$ cat config.mk
export PLATFORM = sky130hd
export DESIGN_NAME = pea_front
export DESIGN_NICKNAME = d
export VERILOG_FILES = /design/src/rtl/core/pea_pkg.sv /design/src/rtl/core/pea_front.sv
export SDC_FILE = /design/constraint.sdc
export NUM_CORES = 2
export LEC_CHECK = 0
export BUFFER_PORTS_ARGS = -buffer_cell sky130_fd_sc_hd__buf_2
export CORE_MARGIN = 1.5
export CORE_UTILIZATION = 49
export DETAILED_ROUTE_END_ITERATION = 10
export GPL_TIMING_DRIVEN = 0
export PLACE_DENSITY = 0.8
export RECOVER_POWER = 100
export SYNTH_ARGS = -nofsm -noshare
export SYNTH_HDL_FRONTEND = slang
export SYNTH_SLANG_ARGS = --single-unit
$ cat constraint.sdc
create_clock -name clock -period 16 [get_ports clock]
set_clock_uncertainty 0.15 [all_clocks]
set_input_delay 2.4 -clock clock [delete_from_list [all_inputs] [get_ports clock]]
set_output_delay 2.4 -clock clock [all_outputs]
set_load 0.02 [all_outputs]
$ cat src/rtl/core/pea_pkg.sv
// Shared types, constants and helpers for the pair energy accumulator.
package pea_pkg;

   localparam int ENERGY_FRAC_BITS = 32;
   localparam int EXP_W            = 12;
   localparam int PC_W             = 5;

   // Configuration register indexes
   localparam logic [1:0] CSR_BOX_X          = 2'd0;
   localparam logic [1:0] CSR_BOX_Y          = 2'd1;
   localparam logic [1:0] CSR_BOX_Z          = 2'd2;
   localparam logic [1:0] CSR_COULOMB_FACTOR = 2'd3;

   localparam logic [31:0] COULOMB_FACTOR_RESET = 32'd1165521633;

   // Unsigned float: normalized 64-bit mantissa (or zero) and binary exponent
   typedef struct packed {
      logic [63:0]             m;
      logic signed [EXP_W-1:0] e;
   } fl_type;

   // Work handed from the front to the back
   typedef struct packed {
      logic [63:0] dist_sq;
      logic [39:0] repulsion_coef;
      logic [39:0] dispersion_coef;
      logic [31:0] first_charge;
      logic [31:0] second_charge;
      logic        pair_last;
   } job_type;

   typedef enum logic [2:0] {
      OP_FROM, OP_MUL, OP_DIV, OP_SQRT, OP_FIX, OP_ACC
   } op_type;

   // Back-end program steps
   localparam logic [PC_W-1:0] PC_NORM_S   = 5'd0;
   localparam logic [PC_W-1:0] PC_SQ2      = 5'd1;
   localparam logic [PC_W-1:0] PC_CUBE     = 5'd2;
   localparam logic [PC_W-1:0] PC_SIXTH    = 5'd3;
   localparam logic [PC_W-1:0] PC_NORM_C12 = 5'd4;
   localparam logic [PC_W-1:0] PC_DIV12    = 5'd5;
   localparam logic [PC_W-1:0] PC_FIX12    = 5'd6;
   localparam logic [PC_W-1:0] PC_NORM_C6  = 5'd7;
   localparam logic [PC_W-1:0] PC_DIV6     = 5'd8;
   localparam logic [PC_W-1:0] PC_FIX6     = 5'd9;
   localparam logic [PC_W-1:0] PC_NORM_K   = 5'd10;
   localparam logic [PC_W-1:0] PC_NORM_QI  = 5'd11;
   localparam logic [PC_W-1:0] PC_MUL_QI   = 5'd12;
   localparam logic [PC_W-1:0] PC_NORM_QJ  = 5'd13;
   localparam logic [PC_W-1:0] PC_MUL_QJ   = 5'd14;
   localparam logic [PC_W-1:0] PC_SQRT     = 5'd15;
   localparam logic [PC_W-1:0] PC_NORM_R   = 5'd16;
   localparam logic [PC_W-1:0] PC_DIVC     = 5'd17;
   localparam logic [PC_W-1:0] PC_FIXC     = 5'd18;
   localparam logic [PC_W-1:0] PC_ACC      = 5'd19;

   // Scale exponents applied when a term is turned into an integer
   localparam logic signed [EXP_W-1:0] SHIFT_T12 = EXP_W'(248 + ENERGY_FRAC_BITS);
   localparam logic signed [EXP_W-1:0] SHIFT_T6  = EXP_W'(104 + ENERGY_FRAC_BITS);
   localparam logic signed [EXP_W-1:0] SHIFT_TC  = EXP_W'(ENERGY_FRAC_BITS - 55);
   localparam logic signed [EXP_W-1:0] FIX_FLOOR = EXP_W'(-64);

   function automatic op_type op_of(logic [PC_W-1:0] pc);
      op_type r;
      case (pc) inside
         PC_NORM_S, PC_NORM_C12, PC_NORM_C6, PC_NORM_K,
         PC_NORM_QI, PC_NORM_QJ, PC_NORM_R:           r = OP_FROM;
         PC_SQ2, PC_CUBE, PC_SIXTH, PC_MUL_QI, PC_MUL_QJ: r = OP_MUL;
         PC_DIV12, PC_DIV6, PC_DIVC:                  r = OP_DIV;
         PC_SQRT:                                     r = OP_SQRT;
         PC_FIX12, PC_FIX6, PC_FIXC:                  r = OP_FIX;
         default:                                     r = OP_ACC;
      endcase
      return r;
   endfunction

   // One stage of a six-stage leading-zero normalize (32,16,8,4,2,1)
   function automatic fl_type norm_step(fl_type a, logic [2:0] k);
      fl_type r;
      r = a;
      case (k)
         3'd0: if (a.m[63:32] == '0) begin
            r.m = {a.m[31:0], 32'd0};
            r.e = a.e - EXP_W'(32);
         end
         3'd1: if (a.m[63:48] == '0) begin
            r.m = {a.m[47:0], 16'd0};
            r.e = a.e - EXP_W'(16);
         end
         3'd2: if (a.m[63:56] == '0) begin
            r.m = {a.m[55:0], 8'd0};
            r.e = a.e - EXP_W'(8);
         end
         3'd3: if (a.m[63:60] == '0) begin
            r.m = {a.m[59:0], 4'd0};
            r.e = a.e - EXP_W'(4);
         end
         3'd4: if (a.m[63:62] == '0) begin
            r.m = {a.m[61:0], 2'd0};
            r.e = a.e - EXP_W'(2);
         end
         3'd5: if (!a.m[63]) begin
            r.m = {a.m[62:0], 1'b0};
            r.e = a.e - EXP_W'(1);
         end
         default: r = a;
      endcase
      return r;
   endfunction

endpackage

$ cat src/rtl/core/pea_front.sv
// Front end: takes a pair, forms minimum-image displacements and the squared distance.
module pea_front
   import pea_pkg::*;
(
   input  logic         clock,
   input  logic         reset,
   input  logic         req_tvalid,
   output logic         req_tready,
   input  logic [335:0] req_tdata,
   input  logic         req_tlast,
   input  logic [30:0]  box_x,
   input  logic [30:0]  box_y,
   input  logic [30:0]  box_z,
   output logic         push_valid,
   input  logic         push_ready,
   output job_type      push_job
);

   typedef enum logic [2:0] {
      F_IDLE = 3'b001,
      F_CALC = 3'b010,
      F_PUSH = 3'b100
   } fst_type;

   fst_type     state_ff, state_in;
   logic [1:0]  cnt_ff, cnt_in;
   logic [31:0] pa_ff [3];
   logic [31:0] pa_in [3];
   logic [31:0] pb_ff [3];
   logic [31:0] pb_in [3];
   job_type     job_ff, job_in;
   logic [61:0] sq_ff, sq_in;
   logic [63:0] sum_ff, sum_in;

   logic [31:0]        p_sel, q_sel;
   logic [30:0]        box_sel;
   logic signed [34:0] d, d2, bs, absd;
   logic [30:0]        mag;

   // Displacement of the axis picked by the counter
   always_comb begin
      p_sel   = pa_ff[0];
      q_sel   = pb_ff[0];
      box_sel = box_x;
      case (cnt_ff)
         2'd1: begin
            p_sel   = pa_ff[1];
            q_sel   = pb_ff[1];
            box_sel = box_y;
         end
         2'd2: begin
            p_sel   = pa_ff[2];
            q_sel   = pb_ff[2];
            box_sel = box_z;
         end
         default: begin
            p_sel   = pa_ff[0];
            q_sel   = pb_ff[0];
            box_sel = box_x;
         end
      endcase
      d  = {{3{p_sel[31]}}, p_sel} - {{3{q_sel[31]}}, q_sel};
      bs = {4'd0, box_sel};
      d2 = {d[33:0], 1'b0};
      if (d2 > bs) begin
         d = d - bs;
      end else if (d2 < -bs) begin
         d = d + bs;
      end
      absd = d[34] ? -d : d;
      mag  = (absd > 35'sh7FFFFFFF) ? 31'h7FFFFFFF : absd[30:0];
   end

   always_comb begin
      state_in   = state_ff;
      cnt_in     = cnt_ff;
      pa_in      = pa_ff;
      pb_in      = pb_ff;
      job_in     = job_ff;
      sq_in      = sq_ff;
      sum_in     = sum_ff;
      req_tready = (state_ff == F_IDLE);
      push_valid = (state_ff == F_PUSH);
      push_job   = job_ff;
      push_job.dist_sq = sum_ff;
      case (state_ff)
         F_IDLE: begin
            if (req_tvalid) begin
               pa_in[0] = req_tdata[31:0];
               pa_in[1] = req_tdata[63:32];
               pa_in[2] = req_tdata[95:64];
               pb_in[0] = req_tdata[127:96];
               pb_in[1] = req_tdata[159:128];
               pb_in[2] = req_tdata[191:160];
               job_in.dist_sq         = '0;
               job_in.repulsion_coef  = req_tdata[231:192];
               job_in.dispersion_coef = req_tdata[271:232];
               job_in.first_charge    = req_tdata[303:272];
               job_in.second_charge   = req_tdata[335:304];
               job_in.pair_last       = req_tlast;
               sum_in   = '0;
               cnt_in   = '0;
               state_in = F_CALC;
            end
         end
         F_CALC: begin
            // square one axis per cycle, add it in the next
            if (cnt_ff != 2'd3) begin
               sq_in = mag * mag;
            end
            if (cnt_ff != 2'd0) begin
               sum_in = sum_ff + {2'd0, sq_ff};
            end
            if (cnt_ff == 2'd3) begin
               state_in = F_PUSH;
            end else begin
               cnt_in = cnt_ff + 2'd1;
            end
         end
         F_PUSH: begin
            if (push_ready) begin
               state_in = F_IDLE;
            end
         end
         default: state_in = F_IDLE;
      endcase
   end

   always_ff @(posedge clock) begin
      if (reset) begin
         state_ff <= F_IDLE;
         cnt_ff   <= '0;
      end else begin
         state_ff <= state_in;
         cnt_ff   <= cnt_in;
      end
      pa_ff  <= pa_in;
      pb_ff  <= pb_in;
      job_ff <= job_in;
      sq_ff  <= sq_in;
      sum_ff <= sum_in;
   end

endmodule

Word level (Yosys, flattened, before mapping)

Cells that the tools add are included.
Widths: inputs -> output; s select.

Add/sub/neg operators: 7
Multipliers: 1
Divide/modulo/power cells: 0
$lt $le $gt $ge: 3
Eq/ne operators: 12
Shift operators: 0
Muxes and demuxes: 17
Bitwise operators: 0
Reductions and logical operators: 7

Operator list:

| operator             | count |
|---|---|
| $mux 64              | 2 |
| $pmux 32 s2          | 2 |
| $pmux 64 s2          | 1 |
| $mux 35              | 3 |
| $add 64x62->64       | 1 |
| $mul 31x31->62       | 1 |
| $pmux 31 s2          | 1 |
| $gt 35x32->1 const B | 1 |
| $lt 34x35->1         | 1 |
| $neg 31->35          | 1 |
| $neg 35->35          | 1 |
| $add 33x32->34       | 1 |
| $gt 34x32->1         | 1 |
| $sub 33x32->34       | 1 |
| $sub 32x32->33       | 1 |
| $mux 31              | 1 |
| $ne 2x2->1 const B   | 5 |
| $mux 3               | 3 |
| $pmux 3 s3           | 1 |
| $reduce_and 3->1     | 3 |
| $eq 2x2->1 const B   | 2 |
| $mux 2               | 2 |
| $pmux 2 s2           | 1 |
| $reduce_and 2->1     | 2 |
| 7 further kinds      | 8 |

Flip-flop bits (word level): 468
Latch bits: 0
Bits in writable memories: 0
Bits in read-only memories: 0
Bits of input ports: 434
Output and inout port bits: 211
Word-level logic and storage cells: 62
Memories: 0

Depth between registers and ports, before layout

Depth in word-level cells: 11
Gate-level depth with buffers: 81
Mapped depth without buffers: 70

Worst setup path after synthesis

Ideal clock, no wire load.

Kind: register to register
Start: register cnt_ff[0]
End: register sq_ff[60], data pin
Library setup time: 0.265 ns
Data arrival time: 17.085 ns
Data required time: 15.585 ns
Setup slack: -1.500 ns
Cell stages (with the launch flop): 76
Path buffers: 11
Clock period less this slack: 17.500 ns
Cells stage by stage: dfxtp_1 -> inv_1 -> ha_1 -> buf_2 -> buf_4 -> buf_6 -> clkbuf_1 -> clkbuf_1 -> clkbuf_1 -> buf_1 -> a21oi_1 -> ha_1 -> a21oi_1 -> o21ai_0 -> a221o_1 -> or3_1 -> o22ai_1 -> o21ba_2 -> (+40 left out) -> a21o_1 -> a21o_1 -> a21o_1 -> a221o_1 -> a21oi_1 -> o21bai_1 -> a21oi_1 -> o21ai_0 -> o311ai_0 -> a2111oi_0 -> o21ai_0 -> a21oi_1 -> o41ai_1 -> o311a_1 -> a21oi_1 -> a21oi_1 -> o21ai_0 -> xor2_1

Cells in the longest elaborated chain, start to end: 11
Elaborated cells between the ends (all ways): 18
Classes of those cells: 5 x add/sub; 1 x mul; 3 x order compare; 2 x eq/ne; 7 x mux

Ends and longest elaborated chain:

| what                                                  | RTL line                         | source |
|---|---|---|
| start: declaration                                    | pea_front.sv:26                  | `logic [1:0] cnt_ff, cnt_in;` |
| start signal: assignment                              | pea_front.sv:135                 | `cnt_ff <= cnt_in;` |
| $eq 2x2->1 / $eq 2x1->1 (equally long branches)       | pea_front.sv:45                  | `case (cnt_ff)` |
| $pmux 32 s2 / $pmux 31 s2 (equally long branches)     | pea_front.sv:45                  |  |
| $sub 32x32->33 / $neg 31->35 (equally long branches)  | pea_front.sv:62, pea_front.sv:67 |  |
| $add 33x32->34 / $lt 34x35->1 (equally long branches) | pea_front.sv:68, pea_front.sv:67 |  |
| $mux 35                                               | pea_front.sv:67                  | `end else if (d2 < -bs) begin` |
| $mux 35 *                                             | pea_front.sv:65                  | `if (d2 > bs) begin` |
| $neg 35->35                                           | pea_front.sv:70                  | `absd = d[34] ? -d : d;` |
| $mux 35 *                                             | pea_front.sv:70                  |  |
| $gt 35x32->1                                          | pea_front.sv:71                  | `mag = (absd > 35'sh7FFFFFFF) ? 31'h7FFFFFFF : absd[30:0];` |
| $mux 31 *                                             | pea_front.sv:71                  |  |
| $mul 31x31->62 *                                      | pea_front.sv:109                 | `sq_in = mag * mag;` |
| end signal: assignment                                | pea_front.sv:140                 | `sq_ff <= sq_in;` |
| end: declaration                                      | pea_front.sv:32                  | `logic [61:0] sq_ff, sq_in;` |

Every way passes the cells marked *; elsewhere a longest branch is shown, timed or not.
A chain may end at the register's enable or synchronous reset.

Worst setup path after layout

Start: register cnt_ff[0]
End: register sq_ff[61], data pin

The elaborated chain is that of the path after synthesis.

==> implementation parameters <==
Parameter                              Value

Global route
  Global routing usage summed across all routing layers ... 35.32%
  Number of antenna violations at the first check in global routing ... 48
  Remaining Overflow, GRT ... 0
  Wire length of the first global-routing pass ... 295100 um
  Largest net degree at the start of global routing ... 145
  Number of global-route vias before repair ... 48.34k

Clocking
  Worst-Skew Late Latency ... 0.68 ns
  Clock tree from TritonCTS ... yes
  Clock sinks ... 467
  H-tree depth ... 2
  Clock root cell ... clkbuf_16
  Maximum buffer depth of the clock tree ... 3
  Clock transition at the register clock pins on the worst setup and hold paths after CTS ... 0.07 ns
  Number of buffers created by CTS ... 53

Critical path
  Worst Path Required ... 16.27 ns
  R2R Setup Slk ... -1.39 ns
  Setup Crit Path Kind ... flip-flop to flip-flop
  Worst path bufs/invs ... 46
  Family with the most delay on the worst path ... compound AO/OA/AOI/OAI gates
  Worst Setup End Kind ... flip-flop
  Endpoint of the lowest-slack register-to-register path ... sq_ff[61]
  Data arrival time at the worst-slack endpoint ... 17.66 ns
  Crit. Startpoint ... cnt_ff[0]
  Launch point of the worst reg-to-reg path ... cnt_ff[0]
  Capture point of the worst path ... sq_ff[61]
  Cell seen most often among critical-path stages ... buf_4
  Largest fanout of any net on the critical path ... 10
  Count of cell instances traversed by the critical path ... 94
  Element type at the critical path start ... flip-flop
  Cell depth of the worst flop-to-flop path ... 94
  Maximum cell stage delay along the critical path ... 0.56 ns
  Cell with the largest stage delay on the worst path ... or4b_4

Timing
  Worst Max-Slew Pin Slew ... 7.474 ns
  RSZ-0062 raised after global routing ... yes
  Fin. max-slew vios ... 482
  Hold Vio Cnt, Final ... 0
  Highest clock rate ... 57.52 MHz
  Post-route minimum period ... 17.39 ns
  Final number of setup-violating endpoints ... 31
  Relative slew margins ... -398.3%
  Share of the clock period used by the worst path ... 108.7%
  Crit path setup slack, layout ... -1.386 ns

Placed design
  Sum of net half-perimeters after detailed placement ... 157500 um
  Final weighted congestion in routability-driven placement ... 1.045
  Worst slack at placement ... -5.506 ns
  Quantity of I/O buffers inserted on ports ... 644

Routing
  Number of nets still failing antenna checks after routing ... 0
  Iteration count of the initial detailed-routing pass ... 8
  Final routed wire length divided by cell count ... 25.20 um
  Count of vias placed by the detailed router ... 46.69k
  Final routed wirelength across all metal layers ... 201500 um
  Count of unresolved DRC violations after routing ... 0
  Initial DRC count ... 4791
  Avg Vias per Cell ... 5.839

Outcome
  Result of the run ... finished with violations
  Failing checks ... capacitance limit, slew limit, setup timing

Floorplanning
  Number of top-level pins ... 645
  Initial standard-cell utilization of the core ... 49.37%
  DIE WIDTH ... 336.9 um
  Core Area ... 0.1107 mm2
  # rows ... 122
  Die height ... 336.9 um
  Area of the die ... 0.1135 mm2

Synthesis
  Number of synthesized flops with an enable pin ... 462
  Number of storage elements in the synthesis netlist ... 467
  Synthesis warning total ... 0
  Number of nets produced by synthesis ... 7141
  Leading post-synthesis cells by cell area ... fa_1 28%, edfxtp_1 25%, ha_1 11%
  Cell variety after synth ... 104
  Post-Syn Area per Cell ... 9.984 um2
  Gate Count Post-Synth ... 5473
  Leading cell type by number of instances after synthesis ... inv_1
  Area share of the largest cell type after synthesis ... 27.73%
  Area of the mapped netlist ... 0.05464 mm2
  Cell accounting for the most synthesized area ... fa_1
  Commonest cells in the netlist ... 930 x inv_1, 757 x fa_1, 601 x nor2_1
  Ys flop type ... edfxtp_1
  Portion of the post-synthesis area used by sequential elements ... 25.57%
  Share of synthesized registers carrying an async set or reset ... 0%

Finish
  Area overhead of the layout relative to synthesis ... 21.85%
  Area of the multi-input gates ... 0.03825 mm2
  Area of all sequential standard cells ... 0.01398 mm2
  Ratio of cells with drive above 1 in the final layout ... 20.71%
  Fill cells ... 9092
  Number of nets in the layout ... 8104

Worst hold path
  Path type of the worst min-delay path ... flip-flop to flip-flop
  Startpoint of the lowest-slack hold path ... sum_ff[63]

Job
  Max-cap violations ... 10
-- placed cells by master (no fill, tap or decap), drive strengths merged, types with 13 or more instances in the layout --
master  instances
and3           21
diode          32
nand2b         38
o21ai         145
o21a           35
and2           30
a211oi         20
o211ai         18
o31ai          18
clkbuf        384
buf           789
ha            477
or3            26
a21oi         255
nor2          602
clkinv         24
a311o          16
xor2           78
nand2         484
edfxtp        462
a21o          135
o21bai         41
nor2b          31
a22oi          89
xnor2         159
fa            757
o311ai         17
nor3           52
nor4           14
nand4          31
or2            13
a31oi          31
inv           953
nand3          46
-- registers in the layout, indices dropped and copies added (netlist names) --
signal / count
pa_ff: 96
sq_ff: 61
pb_ff: 96
cnt_ff: 2
push_job: 145
sum_ff: 64
state_ff: 3
-- cells by family (layout without fill, tap and decap cells) --
kind of cell / count (synthesis) / after routing / share of synthesized area, %
muxes: 15 / 15 / 0.4122
DFF: 467 / 467 / 25.57
other: 0 / 32 / 0
adders and majority gates: 1235 / 1235 / 38.68
xor gates and xnor gates: 238 / 238 / 3.840
AOI/OAI and AO/OA: 946 / 946 / 11.65
buffers and inverters: 1157 / 2160 / 8.475
and+or+nand+nor: 1415 / 1415 / 11.38
-- what timing repair did --
action / CTS / global route
pin swaps: 157 / 158
gates cloned: 9 / 0
resized for setup: 517 / 168
hold buffers: 0 / 0
setup endpoints to repair: 55 / 35
setup buffers: 192 / 71
-- tightest hold or removal path, cell delays in order, from the launching register on --
cell      delay [ns]
edfxtp_1        0.38
xor2_1          0.08
nor2_1          0.08
-- cell type report --
type | instances | share of cell area [%]
clock buffer | 64 | 2.054
antenna | 32 | 0.1203
multi-input combinational | 3849 | 57.46
timing repair buffer | 918 | 7.846
tap | 1488 | 2.796
sequential | 467 | 21.00
buffer | 192 | 2.815
inverter | 955 | 5.473
clock inverter | 31 | 0.4379
-- through the flow --
stage                     TNS [ns]  hold WS [ns]  util [%]  instances  area [um2]
after global routing        -32.84        0.5309     60.13       7981       66540
final                       -24.02        0.5035     60.16       7996       66580
after floorplan                  0        0.3435         -       5473       55000
after detailed placement   -191.79        0.3705     54.44       7612       60250
after global placement     -179.66        0.3543     54.29       7605       60080
after CTS                   -8.593        0.4662     59.42       7896       65760
-- worst min path at each step --
stage	to	slack, ns	cells past startpoint
detailed placement	cnt_ff[0]	0.37	2
global route	sum_ff[63]	0.53	2
global placement	cnt_ff[0]	0.35	2
floorplan	cnt_ff[0]	0.34	2
CTS	cnt_ff[0]	0.47	3
finish	sum_ff[63]	0.50	2
-- layer usage --
| metal | wire length (um) | up-vias | track usage, % |
|---|---|---|---|
| met3 | 25220 | 729 | 11.59 |
| li1 | - | 20006 | - |
| met2 | 90610 | 2948 | 56.38 |
| met1 | 72020 | 22990 | 42.59 |
| met5 | 79 | - | 0 |
| met4 | 13560 | 12 | 18.37 |
Power is not shown: default switching activity piles up to over one toggle a cycle in this logic, so the estimate is an artifact.
