===== config.mk =====
export PLATFORM = sky130hd
export DESIGN_NAME = pea_queue
export DESIGN_NICKNAME = d
export VERILOG_FILES = /design/src/rtl/core/pea_pkg.sv /design/src/rtl/core/pea_queue.sv
export SDC_FILE = /design/constraint.sdc
export NUM_CORES = 1
export LEC_CHECK = 0
export ABC_AREA = 1
export BUFFER_PORTS_ARGS = -buffer_cell sky130_fd_sc_hd__buf_4
export CAP_MARGIN = 40
export CORE_MARGIN = 3
export CORE_UTILIZATION = 52
export DETAILED_ROUTE_END_ITERATION = 10
export PLACE_DENSITY = 0.79
export SLEW_MARGIN = 15
export SYNTH_ARGS = -nofsm -noshare
export SYNTH_HDL_FRONTEND = slang
export SYNTH_SLANG_ARGS = --single-unit
export TNS_END_PERCENT = 10

===== constraint.sdc =====
create_clock -name clock -period 12.2 [get_ports clock]
set_input_delay 0 -clock clock [delete_from_list [all_inputs] [get_ports clock]]
set_output_delay 0 -clock clock [all_outputs]
set_load 0.01 [all_outputs]

===== src/rtl/core/pea_pkg.sv =====
// Shared types, constants and helpers for the pair energy accumulator.
package pea_pkg;

   localparam int ENERGY_FRAC_BITS = 32;
   localparam int EXP_W            = 12;
   localparam int PC_W             = 5;

   // Configuration register indexes
   localparam logic [1:0] CSR_BOX_X          = 2'd0;
   localparam logic [1:0] CSR_BOX_Y          = 2'd1;
   localparam logic [1:0] CSR_BOX_Z          = 2'd2;
   localparam logic [1:0] CSR_COULOMB_FACTOR = 2'd3;

   localparam logic [31:0] COULOMB_FACTOR_RESET = 32'd1165521633;

   // Unsigned float: normalized 64-bit mantissa (or zero) and binary exponent
   typedef struct packed {
      logic [63:0]             m;
      logic signed [EXP_W-1:0] e;
   } fl_type;

   // Work handed from the front to the back
   typedef struct packed {
      logic [63:0] dist_sq;
      logic [39:0] repulsion_coef;
      logic [39:0] dispersion_coef;
      logic [31:0] first_charge;
      logic [31:0] second_charge;
      logic        pair_last;
   } job_type;

   typedef enum logic [2:0] {
      OP_FROM, OP_MUL, OP_DIV, OP_SQRT, OP_FIX, OP_ACC
   } op_type;

   // Back-end program steps
   localparam logic [PC_W-1:0] PC_NORM_S   = 5'd0;
   localparam logic [PC_W-1:0] PC_SQ2      = 5'd1;
   localparam logic [PC_W-1:0] PC_CUBE     = 5'd2;
   localparam logic [PC_W-1:0] PC_SIXTH    = 5'd3;
   localparam logic [PC_W-1:0] PC_NORM_C12 = 5'd4;
   localparam logic [PC_W-1:0] PC_DIV12    = 5'd5;
   localparam logic [PC_W-1:0] PC_FIX12    = 5'd6;
   localparam logic [PC_W-1:0] PC_NORM_C6  = 5'd7;
   localparam logic [PC_W-1:0] PC_DIV6     = 5'd8;
   localparam logic [PC_W-1:0] PC_FIX6     = 5'd9;
   localparam logic [PC_W-1:0] PC_NORM_K   = 5'd10;
   localparam logic [PC_W-1:0] PC_NORM_QI  = 5'd11;
   localparam logic [PC_W-1:0] PC_MUL_QI   = 5'd12;
   localparam logic [PC_W-1:0] PC_NORM_QJ  = 5'd13;
   localparam logic [PC_W-1:0] PC_MUL_QJ   = 5'd14;
   localparam logic [PC_W-1:0] PC_SQRT     = 5'd15;
   localparam logic [PC_W-1:0] PC_NORM_R   = 5'd16;
   localparam logic [PC_W-1:0] PC_DIVC     = 5'd17;
   localparam logic [PC_W-1:0] PC_FIXC     = 5'd18;
   localparam logic [PC_W-1:0] PC_ACC      = 5'd19;

   // Scale exponents applied when a term is turned into an integer
   localparam logic signed [EXP_W-1:0] SHIFT_T12 = EXP_W'(248 + ENERGY_FRAC_BITS);
   localparam logic signed [EXP_W-1:0] SHIFT_T6  = EXP_W'(104 + ENERGY_FRAC_BITS);
   localparam logic signed [EXP_W-1:0] SHIFT_TC  = EXP_W'(ENERGY_FRAC_BITS - 55);
   localparam logic signed [EXP_W-1:0] FIX_FLOOR = EXP_W'(-64);

   function automatic op_type op_of(logic [PC_W-1:0] pc);
      op_type r;
      case (pc) inside
         PC_NORM_S, PC_NORM_C12, PC_NORM_C6, PC_NORM_K,
         PC_NORM_QI, PC_NORM_QJ, PC_NORM_R:           r = OP_FROM;
         PC_SQ2, PC_CUBE, PC_SIXTH, PC_MUL_QI, PC_MUL_QJ: r = OP_MUL;
         PC_DIV12, PC_DIV6, PC_DIVC:                  r = OP_DIV;
         PC_SQRT:                                     r = OP_SQRT;
         PC_FIX12, PC_FIX6, PC_FIXC:                  r = OP_FIX;
         default:                                     r = OP_ACC;
      endcase
      return r;
   endfunction

   // One stage of a six-stage leading-zero normalize (32,16,8,4,2,1)
   function automatic fl_type norm_step(fl_type a, logic [2:0] k);
      fl_type r;
      r = a;
      case (k)
         3'd0: if (a.m[63:32] == '0) begin
            r.m = {a.m[31:0], 32'd0};
            r.e = a.e - EXP_W'(32);
         end
         3'd1: if (a.m[63:48] == '0) begin
            r.m = {a.m[47:0], 16'd0};
            r.e = a.e - EXP_W'(16);
         end
         3'd2: if (a.m[63:56] == '0) begin
            r.m = {a.m[55:0], 8'd0};
            r.e = a.e - EXP_W'(8);
         end
         3'd3: if (a.m[63:60] == '0) begin
            r.m = {a.m[59:0], 4'd0};
            r.e = a.e - EXP_W'(4);
         end
         3'd4: if (a.m[63:62] == '0) begin
            r.m = {a.m[61:0], 2'd0};
            r.e = a.e - EXP_W'(2);
         end
         3'd5: if (!a.m[63]) begin
            r.m = {a.m[62:0], 1'b0};
            r.e = a.e - EXP_W'(1);
         end
         default: r = a;
      endcase
      return r;
   endfunction

endpackage


===== src/rtl/core/pea_queue.sv =====
// Two-entry job queue between the front and the back.
module pea_queue
   import pea_pkg::*;
(
   input  logic    clock,
   input  logic    reset,
   input  logic    push_valid,
   output logic    push_ready,
   input  job_type push_job,
   output logic    pop_valid,
   input  logic    pop_ready,
   output job_type pop_job
);

   job_type    ent_ff [2];
   logic       wr_ptr_ff, wr_ptr_in;
   logic       rd_ptr_ff, rd_ptr_in;
   logic [1:0] count_ff, count_in;
   logic       do_push, do_pop;

   always_comb begin
      push_ready = (count_ff != 2'd2);
      pop_valid  = (count_ff != 2'd0);
      pop_job    = ent_ff[rd_ptr_ff];
      do_push    = push_valid && push_ready;
      do_pop     = pop_valid && pop_ready;
      wr_ptr_in  = do_push ? ~wr_ptr_ff : wr_ptr_ff;
      rd_ptr_in  = do_pop ? ~rd_ptr_ff : rd_ptr_ff;
      count_in   = count_ff + {1'b0, do_push} - {1'b0, do_pop};
   end

   always_ff @(posedge clock) begin
      if (reset) begin
         wr_ptr_ff <= 1'b0;
         rd_ptr_ff <= 1'b0;
         count_ff  <= '0;
      end else begin
         wr_ptr_ff <= wr_ptr_in;
         rd_ptr_ff <= rd_ptr_in;
         count_ff  <= count_in;
      end
      if (do_push) begin
         ent_ff[wr_ptr_ff] <= push_job;
      end
   end

endmodule


# Yosys cells after proc, flatten, opt, wreduce, memory -nomap -nowiden
# Memory sizes are Yosys's and may differ from the RTL's. A register that Yosys moved wholly into a read port is not among the register bits.
# Cells that the tools add are included.
dict set report op_classes {
  bitwise_logic 2
  reduce_logical 3
  n_addsub 2
  eq_ne 1
  mux 4
}
# cell n
set op_table {}
lappend op_table {{1-bit 2-to-1 mux} 4}
lappend op_table {{2-bit by 1-bit adder with 2-bit output} 1}
lappend op_table {{1-bit logical AND} 2}
lappend op_table {{2-bit != test, second input constant} 1}
lappend op_table {{1-bit NOT} 2}
lappend op_table {{2-bit nonzero test} 1}
lappend op_table {{2-bit by 1-bit subtractor with 2-bit output} 1}
dict set report totals {
  wordCells 16
  mem_count 1
  ram_bits 418
  out_inout_bits 211
  register_bits 4
}
# name words width read_ports rd_ports_with_merged_regs write_ports line_no
set mem_list {}
lappend mem_list {ent_ff 2 209 1 1 1 pea_queue.sv:15} ;# job_type ent_ff [2];

# Depth between registers and ports, before layout
# Gate-level depths: netlist of run 1.
dict set report depth {
  word_depth 4
  ltp_mapped 11
  depth_no_buf 11
}

# Worst setup path before layout of run 1
# Ideal clock, no wire load.
dict set report synth_path {
  path_kind {reg2reg}
  startpoint {register count_ff[0]}
  endpoint {memory ent_ff[0][0] in the netlist's numbering (enable)}
  stages_incl_launch_ff 5
  t_arrival_ps 9289
  n_path_buf 0
  setup_slack_ps 2130
  required_ps 11419
  setup_ps 781
  period_less_slack_ps 10070
  path_cell_list {dfxtp_1 inv_1 nand2_1 nand2_1 nor2_1}
}
dict set report synth_between {
  elab_chain_len 4
}
# item line_no
set synth_lines {}
lappend synth_lines {{start: declaration} pea_queue.sv:18} ;# logic [1:0] count_ff, count_in;
lappend synth_lines {{start signal: assignment} pea_queue.sv:40} ;# count_ff <= count_in;
lappend synth_lines {{2-bit != test} pea_queue.sv:22} ;# push_ready = (count_ff != 2'd2);
lappend synth_lines {{net push_ready} pea_queue.sv:8} ;# output logic push_ready,
lappend synth_lines {{1-bit logical AND} pea_queue.sv:25} ;# do_push = push_valid && push_ready;
lappend synth_lines {{1-bit 2-to-1 mux} pea_queue.sv:42} ;# if (do_push) begin
lappend synth_lines {{1-bit 2-to-1 mux (not written as such)} pea_queue.sv:43} ;# ent_ff[wr_ptr_ff] <= push_job;
lappend synth_lines {{end: declaration} pea_queue.sv:15}
# The timed path passes the listed nets, and every way through them passes these cells.

==> impl_metrics.env, run 1 <==
export IMPL_worst_setup_path_type="flop to primary output"
export IMPL_synth_compound_area_share_pct=0.0635
export IMPL_maxCapViolations=0
export IMPL_ios=424
export IMPL_crit_fanout=58
export IMPL_synthCells=687
export IMPL_antenna_found_initial=2
export IMPL_setup_viol=0
export IMPL_ys_seq_elements=423
export IMPL_grt_pass1_wl_um=60600
export IMPL_root_buffer="clkbuf_16"
export IMPL_dr_wl_met2_um=22000
export IMPL_synth_top_area_share_pct=79.7
export IMPL_cp_start_kind="flop"
export IMPL_ys_seq_area_share_pct=80.3
export IMPL_hp_class="input port to flop"
export IMPL_rsz0062_at_grt="no"
export IMPL_start_util_pct=53.0
export IMPL_synth_area_um2=15800
export IMPL_syn_to_final_growth_pct=44.9
export IMPL_synth_top_area_cell="edfxtp_1"
export IMPL_period_share_pct=27.2
export IMPL_die_y_um=180
export IMPL_finClkSkew_ps=25.6
export IMPL_synthXorXnorAreaFrac_pct=0
export IMPL_fill_cells=1464
export IMPL_power_internal_uw=3200
export IMPL_grt_pass1_vias=10100
export IMPL_synthMuxAreaShare_pct=17.3
export IMPL_routed_wl_met3_um=3120
export IMPL_yosysWarnings=0
export IMPL_drtIter0Drc=736
export IMPL_power_density_nw_per_um2=190
export IMPL_endpoint_kind="primary output"
export IMPL_cts_htree_levels=2
export IMPL_slew_headroom_pct=46.5
export IMPL_insertion_delay_ps=520
export IMPL_place_area_um2=19400
export IMPL_outcome="complete, no violations"
export IMPL_track_usage_pct=24.4
export IMPL_slew_viol_final=0
export IMPL_route_top_layer_used="met4"
export IMPL_vias=9188
export IMPL_wirelength_um=40500
export IMPL_synth_top_family_by_area="multiplexers"
export IMPL_synth_adder_area_share_pct=0.159
export IMPL_synth_simple_area_share_pct=0.500
export IMPL_drive_gt1_share_pct=50.8
export IMPL_drc_errors=0
export IMPL_synth_area_top_cells="edfxtp_1 (80%), mux2_4 (9.5%), mux2_2 (7.8%)"
export IMPL_swShare_pct=26.3
export IMPL_hold_violations=0
export IMPL_syn_nets=902
export IMPL_grt_start_max_net_pins=103
export IMPL_port_buffers=423
export IMPL_wl_met1_um=14200
export IMPL_ant_nets=0
export IMPL_dp_hpwl_um=23900
export IMPL_cts_buffer_depth=3
export IMPL_p_sw_uw=1140
export IMPL_first_pass_iters=5
export IMPL_worst_pin_slew_ps=802
export IMPL_row_count=63
export IMPL_final_net_count=1569
export IMPL_post_drt_wl_per_cell_um=22.8
export IMPL_die_area_um2=32400
export IMPL_pwr_share_comb_pct=27.3
export IMPL_tns_ps=0
export IMPL_clock_power_share_pct=28.3
export IMPL_p_seq_share_pct=44.3
export IMPL_place_gp_congestion=0.825
export IMPL_fmax_mhz=301
export IMPL_core_area_um2=29700
export IMPL_arrival_ps=3320
export IMPL_ir_drop_mv=0.169
export IMPL_cts_resized=0
export IMPL_cts_clk_slew_worst_paths_ps=60
export IMPL_final_area_um2=22800
export IMPL_avgSynthCellArea_um2=22.9
export IMPL_cts_tree="yes"
export IMPL_finalCriticalPeriod_ps=3320
export IMPL_cts_buffers=41
export IMPL_place_inst=1488
export IMPL_synth_cell_type_count=14
export IMPL_fin_cells=1777
export IMPL_worstPathRequired_ps=12200
export IMPL_p_leak_uw=0.00882
export IMPL_clkSinkCount=423
export IMPL_viasPerCell=5.17
export IMPL_hold_worst_slack_ps=202
export IMPL_fp_dieW_um=180
export IMPL_grt_overflow=0
[final timing paths]
check | cells past startpoint | slack (ps) | endpoint | start
max | 5 | 8880 | pop_job[48] | flop
min reg2reg | 2 | 530 | rd_ptr_ff | rd_ptr_ff
min | 2 | 200 | ent_ff[0][196] | push_job[196]
max reg2reg | 8 | 9470 | ent_ff[0][56] | count_ff[0]
[cell usage in the layout (no fill, tap or decap), types with 2 or more instances in the layout]
cell type | Yosys | layout
nand2_1 | 8 | 8
clkbuf_16 | 0 | 43
nand3_1 | 3 | 3
nor2_1 | 9 | 8
dlygate4sd3_1 | 0 | 212
edfxtp_1 | 418 | 418
clkbuf_8 | 0 | 2
mux2_4 | 100 | 100
a21oi_1 | 2 | 2
buf_4 | 1 | 430
inv_1 | 8 | 7
diode_2 | 0 | 2
ha_1 | 2 | 2
buf_16 | 0 | 4
clkbuf_1 | 0 | 10
bufinv_16 | 0 | 3
clkinv_1 | 0 | 7
dfxtp_1 | 5 | 4
clkinv_2 | 0 | 7
mux2_2 | 109 | 109
[kinds of logic after synthesis]
logic type / Yosys count
flops: 423
mux: 209
simple gates: 20
compound gates: 2
buf+inv: 31
fa+ha+maj: 2
[critical path, cell delays in order (launching register included)]
cell and delay [ps]:
dfxtp_4 780, buf_4 350, buf_16 300, buf_4 670, mux2_2 420, buf_4 140
[synthesized netlist by cell type]
master,n
dfxtp_1,5
nand2_1,8
buf_6,2
a21oi_1,2
buf_4,1
buf_2,10
ha_1,2
mux2_4,100
inv_1,8
nand3_1,3
edfxtp_1,418
mux2_2,109
nor2_1,9
buf_8,10
[state kept, by name, indices dropped and copies added (netlist names), named ones only]
register and cells:
count_ff 2, ent_ff 418, rd_ptr_ff 1, wr_ptr_ff 1
[timing repair]
| action | 4_1_cts | 5_1_grt |
|---|---|---|
| hold buffers | 212 | 0 |
| hold endpoints to repair | 427 | 0 |
| buffers inserted | 0 | 0 |
[final cells by class]
| class | instances | area, µm² | share of cell area, % |
|---|---|---|---|
| sequential | 423 | 12700 | 55.4 |
| timing repair buffer | 647 | 5480 | 24.0 |
| antenna | 2 | 5.00 | 0.0219 |
| inverter | 8 | 37.5 | 0.164 |
| clock inverter | 19 | 169 | 0.740 |
| clock buffer | 55 | 1140 | 5.00 |
| multi-input combinational | 233 | 2850 | 12.5 |
| tap | 390 | 488 | 2.14 |
[metrics by stage]
stage / util [%] / total power [µW] / setup slack (ps)
final: 76.8 / 4340 / 8880
after global routing: 76.8 / 4500 / 8760
after CTS: 76.7 / 4310 / 8900
after detailed placement: 65.2 / 3040 / 9260
after global placement: 64.8 / 3010 / 9210
after floorplan: - / 2600 / 2130
[power by group through the flow]
stage	clock [µW]	combinational, µW	sequential [µW]
3_5_place_dp	0	1100	1940
3_3_place_gp	0	1070	1940
2_1_floorplan	0	637	1960
5_1_grt	1310	1250	1940
6_report	1230	1180	1920
4_1_cts	1240	1160	1920
[metal layers]
layer / up-vias / GRT usage (%)
met5: - / 0
li1: 4061 / -
met2: 488 / 44.6
met3: 81 / 6.04
met4: 0 / 7.95
met1: 4558 / 28.4
Note: power is estimated with default switching activity, not from simulation.
==> run 2: changes to the inputs <==
CORE_UTILIZATION = 47   (was 52)
PLACE_DENSITY = 0.75   (was 0.79)
clock period = 2.91 ns   (was 12.2 ns; I/O delays follow)
==> run 2 against run 1 <==
  * Hold slack worse by 2.0 ps
  * Non-clock buffer count fell by 4
  * Register-to-register slack got worse by 8300 ps
  * Routed wire length is 6.6% lower
  * Highest routed layer is now met5
==> impl_metrics.env, run 2 (same netlist as run 1, synthesis figures left out) <==
export IMPL_cp_start_kind="flop"
export IMPL_fmax_mhz=438
export IMPL_reg_largest_list="ent_ff (418), count_ff (2)"
export IMPL_period_share_pct=78.4
export IMPL_cts_buffers=44
export IMPL_mostFrequentLayoutCells="buf_4 (424), edfxtp_1 (418), dlygate4sd3_1 (212)"
export IMPL_core_area_um2=32800
export IMPL_power_density_nw_per_um2=794
export IMPL_ir_drop_mv=0.705
export IMPL_crit_fanout=52
export IMPL_place_area_um2=19400
export IMPL_slew_headroom_pct=45.7
export IMPL_port_buffers=423
export IMPL_hp_class="input port to flop"
export IMPL_antenna_found_initial=3
export IMPL_holdPathEnd="count_ff[0]"
export IMPL_grt_start_max_net_pins=127
export IMPL_finalCriticalPeriod_ps=2280
export IMPL_drc_errors=0
export IMPL_worstPathRequired_ps=2910
export IMPL_maxCapViolations=0
export IMPL_slew_viol_final=0
export IMPL_first_pass_iters=5
export IMPL_fp_dieW_um=189
export IMPL_largest_register="ent_ff"
export IMPL_root_buffer="clkbuf_16"
export IMPL_cts_clk_slew_worst_paths_ps=60
export IMPL_rsz0062_at_grt="no"
export IMPL_row_count=66
export IMPL_final_common_cell="buf_4"
export IMPL_rr_endpoint="ent_ff[0][126]"
export IMPL_syn_to_final_growth_pct=45.5
export IMPL_setup_viol=0
export IMPL_outcome="complete, no violations"
export IMPL_clkSinkCount=423
export IMPL_die_y_um=189
export IMPL_cts_htree_levels=2
export IMPL_ios=424
export IMPL_endpoint_kind="primary output"
export IMPL_insertion_delay_ps=520
export IMPL_multiInputGateArea_um2=2870
export IMPL_viasPerCell=4.95
export IMPL_final_net_count=1568
export IMPL_grt_pass1_vias=9853
export IMPL_grt_pass1_wl_um=57100
export IMPL_drtIter0Drc=594
export IMPL_setup_ws_ps=627
export IMPL_p_leak_uw=0.00881
export IMPL_largest_register_ffs=418
export IMPL_worst_setup_path_type="flop to primary output"
export IMPL_place_gp_congestion=0.773
export IMPL_r2r_slack_ps=1130
export IMPL_rr_startpoint="count_ff[0]"
export IMPL_start_util_pct=48.1
export IMPL_min_delay_path_depth=3
export IMPL_grt_overflow=0
export IMPL_cts_buffer_depth=3
export IMPL_drive_gt1_share_pct=51.4
export IMPL_dp_hpwl_um=22500
export IMPL_max_stage_delay_ps=730
export IMPL_hold_start="reset"
export IMPL_critPathBufInv=2
export IMPL_ant_nets=0
export IMPL_ff_latch_area_um2=12700
export IMPL_final_area_um2=22900
export IMPL_hold_violations=0
export IMPL_cts_tree="yes"
export IMPL_fill_cells=1910
export IMPL_worst_pin_slew_ps=815
export IMPL_vias=9045
export IMPL_hold_worst_slack_ps=200
export IMPL_post_drt_wl_per_cell_um=20.7
export IMPL_cts_resized=0
export IMPL_track_usage_pct=20.8
export IMPL_wirelength_um=37800
export IMPL_finClkSkew_ps=8.75
export IMPL_place_ws_ps=1170
export IMPL_r2r_cells=5
export IMPL_die_area_um2=35800
export IMPL_slowest_stage="dfxtp_4"
export IMPL_path_delay_family="flip-flops"
export IMPL_arrival_ps=2280
export IMPL_path_cells="buf_12, mux2_2, buf_4"
==> run 2: cell types whose count changed in the layout (fill, tap and decap cells not counted), sizes merged <==
cell      change
clkinvlp      +2
bufinv        -1
inv           -1
diode         +1
buf           -4
clkinv        +3
==> run 2: metrics by stage <==
step,TNS [ps],total power (µW),util (%),std cells
floorplan,-470150,10800,-,687
global placement,0,12700,59.3,1537
detailed placement,0,12800,59.3,1537
CTS,0,18300,69.9,1826
global route,0,19000,69.9,1829
finish,0,18200,69.9,1829
==> run 2: layer usage <==
metal	GRT usage [%]	share of wire (%)
met1	25.0	37
met3	6.46	9.3
met4	6.02	2.7
met2	36.3	51
met5	0	0.024
==> run 2: worst min-delay path: cells and delay by family <==
| family | cells | cell delay [ps] |
|---|---|---|
| buffers and inverters | 2 | 650 |
| AND/OR/NAND/NOR | 1 | 30 |
==> run 2: final cells by class <==
| type | instances | area share (%) |
|---|---|---|
| Antenna cell | 3 | 0.0327 |
| Clock buffer | 55 | 5.21 |
| Clock inverter | 22 | 0.715 |
| Inverter | 8 | 0.147 |
| Multi-Input combinational cell | 233 | 12.5 |
| Sequential cell | 423 | 55.2 |
| Tap cell | 442 | 2.41 |
| Timing Repair Buffer | 643 | 23.8 |
==> run 2: power by group <==
group / total, µW / leakage, µW / switching [µW] / internal (µW)
Sequential: 8010 / 0.00395 / 288 / 7720
Combinational: 4930 / 0.00420 / 2290 / 2640
Clock: 5270 / 0.000669 / 2200 / 3080
Total: 18200 / 0.00881 / 4770 / 13400
==> run 2: repair_timing <==
action | in CTS | in global routing
buffers inserted | 0 | 0
endpoints found under the hold margin | 423 | 0
setup endpoints to repair | 0 | 0
hold buffers | 212 | 0
==> run 2: worst max-delay path by stage <==
stage	from	slack [ps]	cells past startpoint	end
floorplan	count_ff[0]	-1130	4	ent_ff[1][0]
global placement	flop	1160	3	pop_job[83]
detailed placement	flop	1170	3	pop_job[83]
CTS	flop	610	3	pop_job[83]
global route	flop	510	3	pop_job[79]
finish	flop	630	3	pop_job[79]
